==> config.mk <==
export PLATFORM = sky130hd
export DESIGN_NAME = linear_to_srgb_pixel_pack
export DESIGN_NICKNAME = d
export VERILOG_FILES = /design/src/rtl/core/l2s_pkg.sv /design/src/rtl/core/l2s_lane.sv /design/src/rtl/core/linear_to_srgb_pixel_pack.sv
export SDC_FILE = /design/constraint.sdc
export NUM_CORES = 2
export LEC_CHECK = 0
export BUFFER_PORTS_ARGS = -buffer_cell sky130_fd_sc_hd__buf_4
export CAP_MARGIN = 15
export CELL_PAD_IN_SITES_DETAIL_PLACEMENT = 0
export CELL_PAD_IN_SITES_GLOBAL_PLACEMENT = 1
export CORE_MARGIN = 1
export CORE_UTILIZATION = 40
export DETAILED_ROUTE_END_ITERATION = 8
export MAX_ROUTING_LAYER = met4
export PLACE_DENSITY_LB_ADDON = 0.1
export REMOVE_ABC_BUFFERS = 1
export SYNTH_ARGS = -nofsm -noshare
export SYNTH_HDL_FRONTEND = slang
export SYNTH_HIERARCHICAL = 1
export SYNTH_SLANG_ARGS = --single-unit
==> constraint.sdc <==
create_clock -name clk_i -period 28.1 [get_ports clk_i]
set_input_delay 2.81 -clock clk_i [delete_from_list [all_inputs] [get_ports clk_i]]
set_output_delay 2.81 -clock clk_i [all_outputs]
set_load 0.05 [all_outputs]
==> src/rtl/core/l2s_pkg.sv <==
// Shared constants, threshold types and elaboration-time table builders for the sRGB pixel packer.
package l2s_pkg;

  // Default and limit for the input channel width
  localparam int unsigned ChannelWidth = 16;
  // Threshold entry width, wide enough for 1.0 + 1 at the widest channel
  localparam int unsigned ThrW = 24;
  // Byte width and number of codes per byte
  localparam int unsigned ByteW = 8;
  localparam int unsigned NumCodes = 256;
  // Wide scratch width for the exact power compare
  localparam int unsigned BigW = 320;

  // Table select codes
  localparam logic [1:0] SEL_POW  = 2'd0;
  localparam logic [1:0] SEL_SQRT = 2'd1;
  localparam logic [1:0] SEL_LIN  = 2'd2;

  typedef logic [ThrW-1:0] thr_tbl_t [NumCodes];
  typedef logic [BigW-1:0] big_t;

  // Integer power on wide vectors
  function automatic big_t big_pow(big_t b, int unsigned e);
    big_t r;
    r = big_t'(1);
    for (int unsigned i = 0; i < e; i++) begin
      r = r * b;
    end
    return r;
  endfunction

  // Floor quotient on wide vectors, restoring shift and subtract
  function automatic big_t big_div(big_t n, big_t d);
    big_t q;
    big_t r;
    q = '0;
    r = '0;
    for (int i = BigW - 1; i >= 0; i--) begin
      r = {r[BigW-2:0], n[i]};
      if (r >= d) begin
        r = r - d;
        q[i] = 1'b1;
      end
    end
    return q;
  endfunction

  // True when x^5 * 10761^12 >= one^5 * (40k+541)^12
  function automatic logic pow_at_least(big_t x, big_t one, int unsigned k);
    big_t lhs;
    big_t rhs;
    lhs = big_pow(x, 5) * big_pow(big_t'(10761), 12);
    rhs = big_pow(one, 5) * big_pow(big_t'(40 * k + 541), 12);
    return lhs >= rhs;
  endfunction

  // Smallest linear value whose byte reaches k, capped at one + 1 (never reached)
  function automatic thr_tbl_t build_table(logic [1:0] sel, int unsigned width);
    thr_tbl_t t;
    big_t one;
    big_t lo;
    big_t hi;
    big_t mid;
    big_t v;
    one = big_t'(1) << (width - 2);
    for (int unsigned k = 0; k < NumCodes; k++) begin
      v = '0;
      if (k != 0) begin
        case (sel)
          SEL_POW: begin
            lo = '0;
            hi = one + 1;
            for (int unsigned i = 0; i < 30; i++) begin
              if (lo < hi) begin
                mid = (lo + hi) >> 1;
                if (pow_at_least(mid, one, k)) hi = mid;
                else lo = mid + 1;
              end
            end
            v = lo;
          end
          SEL_SQRT: begin
            v = big_div(one * big_t'((40 * k + 541) * (40 * k + 541)) + big_t'(115799120),
                        big_t'(115799121));
          end
          default: begin
            v = big_div(big_t'(100 * k - 50) * one + big_t'(329459), big_t'(329460));
          end
        endcase
        if (v > one + 1) v = one + 1;
      end
      t[k] = v[ThrW-1:0];
    end
    return t;
  endfunction

  // Smallest value on the power-law side of the linear segment
  function automatic logic [ThrW-1:0] lin_limit(int unsigned width);
    big_t one;
    big_t v;
    one = big_t'(1) << (width - 2);
    v = big_div(big_t'(31308) * one + big_t'(9999999), big_t'(10000000));
    return v[ThrW-1:0];
  endfunction

endpackage

==> src/rtl/core/l2s_lane.sv <==
// One colour lane: clamp, pick a curve, then a pipelined bit-by-bit threshold search.
module l2s_lane #(
  parameter int unsigned ChannelWidth = l2s_pkg::ChannelWidth
) (
  input  logic                          clk_i,
  input  logic                          en_i,
  input  logic                          curve_i,
  input  logic [ChannelWidth-1:0]       chan_i,
  output logic [l2s_pkg::ByteW-1:0]     byte_o
);

  localparam int unsigned XW = ChannelWidth - 1;
  localparam int unsigned NStg = l2s_pkg::ByteW;
  localparam logic [XW-1:0] One = XW'(1) << (ChannelWidth - 2);
  localparam l2s_pkg::thr_tbl_t TblPow  = l2s_pkg::build_table(l2s_pkg::SEL_POW, ChannelWidth);
  localparam l2s_pkg::thr_tbl_t TblSqrt = l2s_pkg::build_table(l2s_pkg::SEL_SQRT, ChannelWidth);
  localparam l2s_pkg::thr_tbl_t TblLin  = l2s_pkg::build_table(l2s_pkg::SEL_LIN, ChannelWidth);
  localparam logic [l2s_pkg::ThrW-1:0] LinLimit = l2s_pkg::lin_limit(ChannelWidth);

  logic [XW-1:0]                x_d;
  logic [l2s_pkg::ThrW-1:0]     xw;
  logic [1:0]                   sel_d;
  logic [XW-1:0]                x_q   [NStg+1];
  logic [1:0]                   sel_q [NStg+1];
  logic [l2s_pkg::ByteW-1:0]    pre_q [NStg+1];
  logic [l2s_pkg::ByteW-1:0]    pre_d [NStg+1];

  // Clamp to 0..1 and choose the segment
  always_comb begin
    if (chan_i[ChannelWidth-1]) x_d = '0;
    else if (chan_i[XW-1:0] > One) x_d = One;
    else x_d = chan_i[XW-1:0];
    xw = {{(l2s_pkg::ThrW-XW){1'b0}}, x_d};
    if (xw < LinLimit) sel_d = l2s_pkg::SEL_LIN;
    else if (curve_i) sel_d = l2s_pkg::SEL_SQRT;
    else sel_d = l2s_pkg::SEL_POW;
  end

  // One result bit per stage, most significant first
  always_comb begin
    logic [l2s_pkg::ByteW-1:0]  cand;
    logic [l2s_pkg::ThrW-1:0]   thr;
    logic [l2s_pkg::ThrW-1:0]   xe;
    pre_d[0] = '0;
    for (int unsigned s = 1; s <= NStg; s++) begin
      cand = pre_q[s-1] | (l2s_pkg::ByteW'(1) << (NStg - s));
      xe = {{(l2s_pkg::ThrW-XW){1'b0}}, x_q[s-1]};
      case (sel_q[s-1])
        l2s_pkg::SEL_POW:  thr = TblPow[cand];
        l2s_pkg::SEL_SQRT: thr = TblSqrt[cand];
        default:           thr = TblLin[cand];
      endcase
      pre_d[s] = (xe >= thr) ? cand : pre_q[s-1];
    end
  end

  // Search pipeline
  always_ff @(posedge clk_i) begin
    if (en_i) begin
      x_q[0]   <= x_d;
      sel_q[0] <= sel_d;
      pre_q[0] <= pre_d[0];
      for (int unsigned s = 1; s <= NStg; s++) begin
        x_q[s]   <= x_q[s-1];
        sel_q[s] <= sel_q[s-1];
        pre_q[s] <= pre_d[s];
      end
    end
  end

  assign byte_o = pre_q[NStg];

endmodule

==> src/rtl/core/linear_to_srgb_pixel_pack.sv <==
// Top level: three sRGB lanes, alpha path, pixel merge and stream handshake.
//
// Usage: one linear RGBA pixel enters on the s_axis channel per item, tdata
// holding red, green, blue, alpha (each ChannelWidth bits, signed Q1.F) from
// the lowest bit up. One packed 32-bit pixel leaves on m_axis per item, alpha
// in the top byte, then blue, green, red. cfg_we_i/cfg_wdata_i set the curve:
// 0 exact 2.4 power, 1 square-root form; write only while idle.
// The pipeline has 9 register stages: one clamp stage and eight search stages,
// one result bit each, the last stage being the output register. Throughput
// is one pixel every cycle while the receiver does not stall; each search
// stage reads one entry of a constant threshold table.
// The whole pipeline moves as one: when the receiver stalls with a result
// waiting, every stage holds and s_axis_tready drops; it rises again as soon
// as the result is taken. Reset empties the pipeline and selects the power
// curve; no clearing pass is needed.
module linear_to_srgb_pixel_pack #(
  parameter int unsigned ChannelWidth = l2s_pkg::ChannelWidth,
  localparam int unsigned DataW = ((4 * ChannelWidth + 7) / 8) * 8
) (
  input  logic                                  clk_i,
  input  logic                                  rst_ni,
  input  logic                                  s_axis_tvalid,
  output logic                                  s_axis_tready,
  // red_linear, green_linear, blue_linear, alpha_linear, zero fill
  input  logic [DataW-1:0]                      s_axis_tdata,
  output logic                                  m_axis_tvalid,
  input  logic                                  m_axis_tready,
  // packed_pixel
  output logic [31:0]                           m_axis_tdata,
  input  logic                                  cfg_we_i,
  input  logic                                  cfg_wdata_i
);

  localparam int unsigned NStg = l2s_pkg::ByteW + 1;
  localparam int unsigned XW = ChannelWidth - 1;
  localparam logic [XW-1:0] One = XW'(1) << (ChannelWidth - 2);

  logic                       curve_select_q;
  logic [NStg-1:0]            vld_q;
  logic                       adv;
  logic [ChannelWidth-1:0]    chan [4];
  logic [l2s_pkg::ByteW-1:0]  col_byte [3];
  logic [XW-1:0]              ax;
  logic [XW+9:0]              asum;
  logic [l2s_pkg::ByteW-1:0]  abyte_d;
  logic [l2s_pkg::ByteW-1:0]  abyte_q [NStg];

  // Pipeline advances unless the output is full and stalled
  assign adv = !vld_q[NStg-1] || m_axis_tready;
  assign s_axis_tready = adv;
  assign m_axis_tvalid = vld_q[NStg-1];

  // Curve register
  always_ff @(posedge clk_i or negedge rst_ni) begin
    if (!rst_ni) begin
      curve_select_q <= 1'b0;
    end else if (cfg_we_i) begin
      curve_select_q <= cfg_wdata_i;
    end
  end

  // Valid bits follow the data stages
  always_ff @(posedge clk_i or negedge rst_ni) begin
    if (!rst_ni) begin
      vld_q <= '0;
    end else if (adv) begin
      vld_q <= {vld_q[NStg-2:0], s_axis_tvalid};
    end
  end

  // Unpack the channels
  always_comb begin
    for (int unsigned c = 0; c < 4; c++) begin
      chan[c] = s_axis_tdata[c*ChannelWidth +: ChannelWidth];
    end
  end

  // Colour lanes
  for (genvar c = 0; c < 3; c++) begin : g_lane
    l2s_lane #(
      .ChannelWidth(ChannelWidth)
    ) u_lane (
      .clk_i  (clk_i),
      .en_i   (adv),
      .curve_i(curve_select_q),
      .chan_i (chan[c]),
      .byte_o (col_byte[c])
    );
  end

  // Alpha: clamp and scale by 255 with round half up
  always_comb begin
    if (chan[3][ChannelWidth-1]) ax = '0;
    else if (chan[3][XW-1:0] > One) ax = One;
    else ax = chan[3][XW-1:0];
    asum = (XW+10)'(ax) * (XW+10)'(510) + (XW+10)'(One);
    abyte_d = 8'(asum >> (ChannelWidth - 1));
  end

  // Alpha delay line matching the lane latency
  always_ff @(posedge clk_i) begin
    if (adv) begin
      abyte_q[0] <= abyte_d;
      for (int unsigned s = 1; s < NStg; s++) begin
        abyte_q[s] <= abyte_q[s-1];
      end
    end
  end

  // Merge lanes into the output word
  assign m_axis_tdata = {abyte_q[NStg-1], col_byte[2], col_byte[1], col_byte[0]};

  // Input is taken exactly when the output stage can move
  a_ready_rule: assert property (@(posedge clk_i) disable iff (!rst_ni)
    s_axis_tready == (!m_axis_tvalid || m_axis_tready))
    else $error("ready does not follow output stall");

  // A stalled result keeps its value
  a_hold: assert property (@(posedge clk_i) disable iff (!rst_ni)
    m_axis_tvalid && !m_axis_tready |=> $stable(m_axis_tdata))
    else $error("stalled pixel changed");

  // A result appears only after an item reached the stage before output
  a_origin: assert property (@(posedge clk_i) disable iff (!rst_ni)
    $rose(m_axis_tvalid) |-> $past(vld_q[NStg-2]))
    else $error("result without a source item");

endmodule
==> run_results.csv <==
group,metric,value,unit
critical_path,crit_type,"in -> reg",
floorplan,start_util,0.4050,
timing,post-route-period-util,0.3257,
critical_path,worstPathRequired,28.49,ns
critical_path,crit-reg2reg-launch,"g_lane[2].u_lane/pre_q[0][49]$_DFFE_PP_",
drt,drtAntennaViolNets,0,
place,place_inst,9180,
clock_tree,cts_setup_buffers,0,
drt,drc_errors,0,
timing,worstMarginPinSlew,1.199,ns
critical_path,cp-end-kind,"register",
timing,max_freq,109.3,MHz
timing,finalWorstSetupSlack,18.95,ns
clock_tree,clkSinkCount,598,
clock_tree,holdBufCountCts,0,
place,io_buffers,103,
drt,wl_per_cell,26.56,µm
clock_tree,clkTransAtPathRegs,0.06,ns
min_path,min-delay-path-class,"reg -> reg",
logic_synthesis,ys_async_sr_fraction,0.01672,
floorplan,core,154800,µm²
drt,drt_iter0_drc,7823,
finish,layout_common_cells,"a21oi_1 (730), o21ai_0 (713), nand2_1 (664)",
min_path,worstHoldStart,"abyte_q[0][34]$_DFFE_PP_",
place,dpl.hpwl,169600,µm
power_and_ir_drop,vdd_ir_drop_max,0.06368,mV
timing,slew_headroom,0.1980,
logic_synthesis,synthFlopType,"edfxtp_1",
logic_synthesis,synth_seq_area_share,0.2857,
timing,drv_slew,0,
finish,layout.cells.non_filler,9306,
logic_synthesis,synth_area,62680,µm²
job,drv_cap,0,
floorplan,die_w,397.9,µm
logic_synthesis,synthXorXnorAreaFrac,0.006547,
finish,fillers,15601,
floorplan,ios,104,
logic_synthesis,synthCells,7607,
clock_tree,clock_path_buffers,3,
timing,timing.setup.tns,0,ns
run_status,status,"finished clean",
finish,syn_to_final_growth,5.435,%
power_and_ir_drop,pwr_density_cell,135.1,nW/µm²
logic_synthesis,avgSynthCellArea,8.240,µm²
critical_path,start_kind,"input pin",
drt,firstDrtPassIters,7,
grt,grt_max_degree,186,
timing,setup_viol,0,
grt,track_usage,0.3113,
floorplan,rows,144,
drt,wl,247100,µm
logic_synthesis,synth_compound_area_frac,0.2965,
grt,gr-total-overflow,0,
timing,final.min_clock_period,9.151,ns
critical_path,crit_arrival,9.54,ns
finish,fin_nets,7893,
drt,vias,61186,
floorplan,dieArea,158300,µm²
logic_synthesis,synth_seq_cells,598,
floorplan,die_y,397.9,µm
clock_tree,htreeDepth,3,
grt,grt_pass1_vias,57250,
timing,fin_worst_skew,0.02009,ns
clock_tree,postCtsResizedCells,0,
logic_synthesis,synth_mux_area_frac,0.02926,
finish,drive_gt1_frac,0.07069,
logic_synthesis,yosys.area_share.simple,0.1815,
clock_tree,clk_latency,0.66,ns
logic_synthesis,ys_warn_count,6,
logic_synthesis,synth_edf_count,588,
clock_tree,root_buffer,"clkbuf_16",
grt,antenna_found_initial,5,
drt,avgViaCountPerCell,6.575,
critical_path,crit_start,"s_axis_tdata[50]",
clock_tree,cts_buffers,68,
place,post-place-ws,18.24,ns
clock_tree,cts_tree,"built",
timing,rsz0062_at_grt,"no",
logic_synthesis,synth_top_family_by_area,"compound AO/OA/AOI/OAI gates",
logic_synthesis,synth_cell_types,113,
critical_path,cp_max_fo,15,
power_and_ir_drop,p_leak,25.36,nW
timing,finalHoldViolations,0,
grt,grt_first_pass_wirelength,372100,µm
place,globalplace.congestion,1.004,
finish,final_common_cell,"a21oi_1",
logic_synthesis,synthAdderAreaFrac,0.1311,
## metrics by stage
stage,power (mW),instance area [µm²],hold slack [ns],util
after floorplan,5.908,59390,0.4003,-
after global placement,7.920,63870,0.4002,0.4127
after detailed placement,7.872,63870,0.4045,0.4127
after CTS,8.805,66080,0.4140,0.4269
after global routing,9.542,66090,0.4181,0.4270
final,8.928,66090,0.4096,0.4270
## synth_stat cells (49+ instances only)
cell | count | share of area
inv_1 | 262 | 0.016
nand2_1 | 664 | 0.040
nor2_1 | 560 | 0.034
a221oi_1 | 61 | 0.0085
fa_1 | 62 | 0.020
a21o_1 | 114 | 0.014
o311ai_0 | 79 | 0.011
clkbuf_1 | 341 | 0.020
mux2i_1 | 55 | 0.0088
o211ai_1 | 216 | 0.026
o22ai_1 | 62 | 0.0062
nand2b_1 | 216 | 0.022
ha_1 | 555 | 0.11
a211oi_1 | 179 | 0.021
nor3_1 | 176 | 0.014
nand4_1 | 49 | 0.0049
and2_1 | 87 | 0.0087
nor2b_1 | 149 | 0.015
a21oi_1 | 730 | 0.058
a31oi_1 | 143 | 0.014
edfxtp_1 | 588 | 0.28
buf_2 | 219 | 0.017
o31ai_1 | 67 | 0.0080
buf_1 | 85 | 0.0051
nand3_1 | 216 | 0.017
o21ai_0 | 713 | 0.057
a311oi_1 | 77 | 0.011
## per-layer routing
| layer | vias up | part of all wire | wire, µm | global-route usage |
|---|---|---|---|---|
| met5 | - | 0 | 0 | - |
| met4 | 0 | 0.050 | 12350 | 0.1418 |
| met3 | 665 | 0.086 | 21300 | 0.04729 |
| met2 | 3298 | 0.45 | 110900 | 0.4721 |
| met1 | 29287 | 0.42 | 102600 | 0.4077 |
| li1 | 27936 | - | - | - |
## registers in the layout (all words and copies together) (netlist names)
register and cells:
abyte_q 72, curve_select_q 1, g_lane.u_lane/pre_q 108, g_lane.u_lane/sel_q 48, g_lane.u_lane/x_q 360, vld_q 9
## report_power, final
part | internal, mW | switching, mW
Clock | 0.513 | 0.376
Combinational | 2.06 | 4.14
Sequential | 1.48 | 0.358
Total | 4.06 | 4.87
## worst paths after layout
path                            slack (ns)  cells after the start                                 endpoint
worst max-delay path                 18.95                     26                  abyte_q[0][7]$_DFFE_PP_
worst min-delay path                  0.41                      0                 abyte_q[0][42]$_DFFE_PP_
worst max register to register       22.41                     15  g_lane[2].u_lane/pre_q[0][56]$_DFFE_PP_
worst min register to register        0.41                      0                 abyte_q[0][42]$_DFFE_PP_
max in group asynchronous            26.00                      1                     vld_q[1]$_DFFE_PN0P_
min in group asynchronous             1.96                      1                     vld_q[5]$_DFFE_PN0P_
## cells by family (layout without fill, tap and decap cells)
family                     after synthesis  after routing
adders and majority gates              620            620
buffers and inverters                  996            646
other                                    0              5
and+or+nand+nor                       2353           2353
AOI/OAI and AO/OA                     2874           2874
DFF                                    598            598
muxes                                  123            123
xor gates and xnor gates                43             43
## critical path: stages
cell and delay [ns]:
buf_4 0.13, nor4_1 0.26, nand4_1 0.14, a21oi_1 0.69
and2_1 0.39, inv_1 0.14, fa_1 0.52, fa_1 0.55
inv_1 0.05, fa_1 0.53, inv_1 0.05, fa_1 0.53
inv_1 0.04, ha_1 0.34, o2111a_1 0.25, a211oi_1 0.30
a41oi_2 0.12, a21oi_1 0.22, xor2_1 0.28, inv_1 0.08
ha_1 0.24, and2_1 0.16, and4b_2 0.25, a32oi_1 0.19
nand4_1 0.12, xnor2_1 0.16
## final cells by class
cell class	instances	area (µm²)	area share
flip-flops and latches	598	17910	0.2710
diodes	5	12.51	0.0001893
clock inverters	47	479.2	0.007251
repair buffers	243	1912	0.02893
multi-input cells	6013	40440	0.6119
inverters	282	1059	0.01602
clock buffers	74	1724	0.02609
well taps	2044	2557	0.03870
Power figures use the tool's default switching activity.
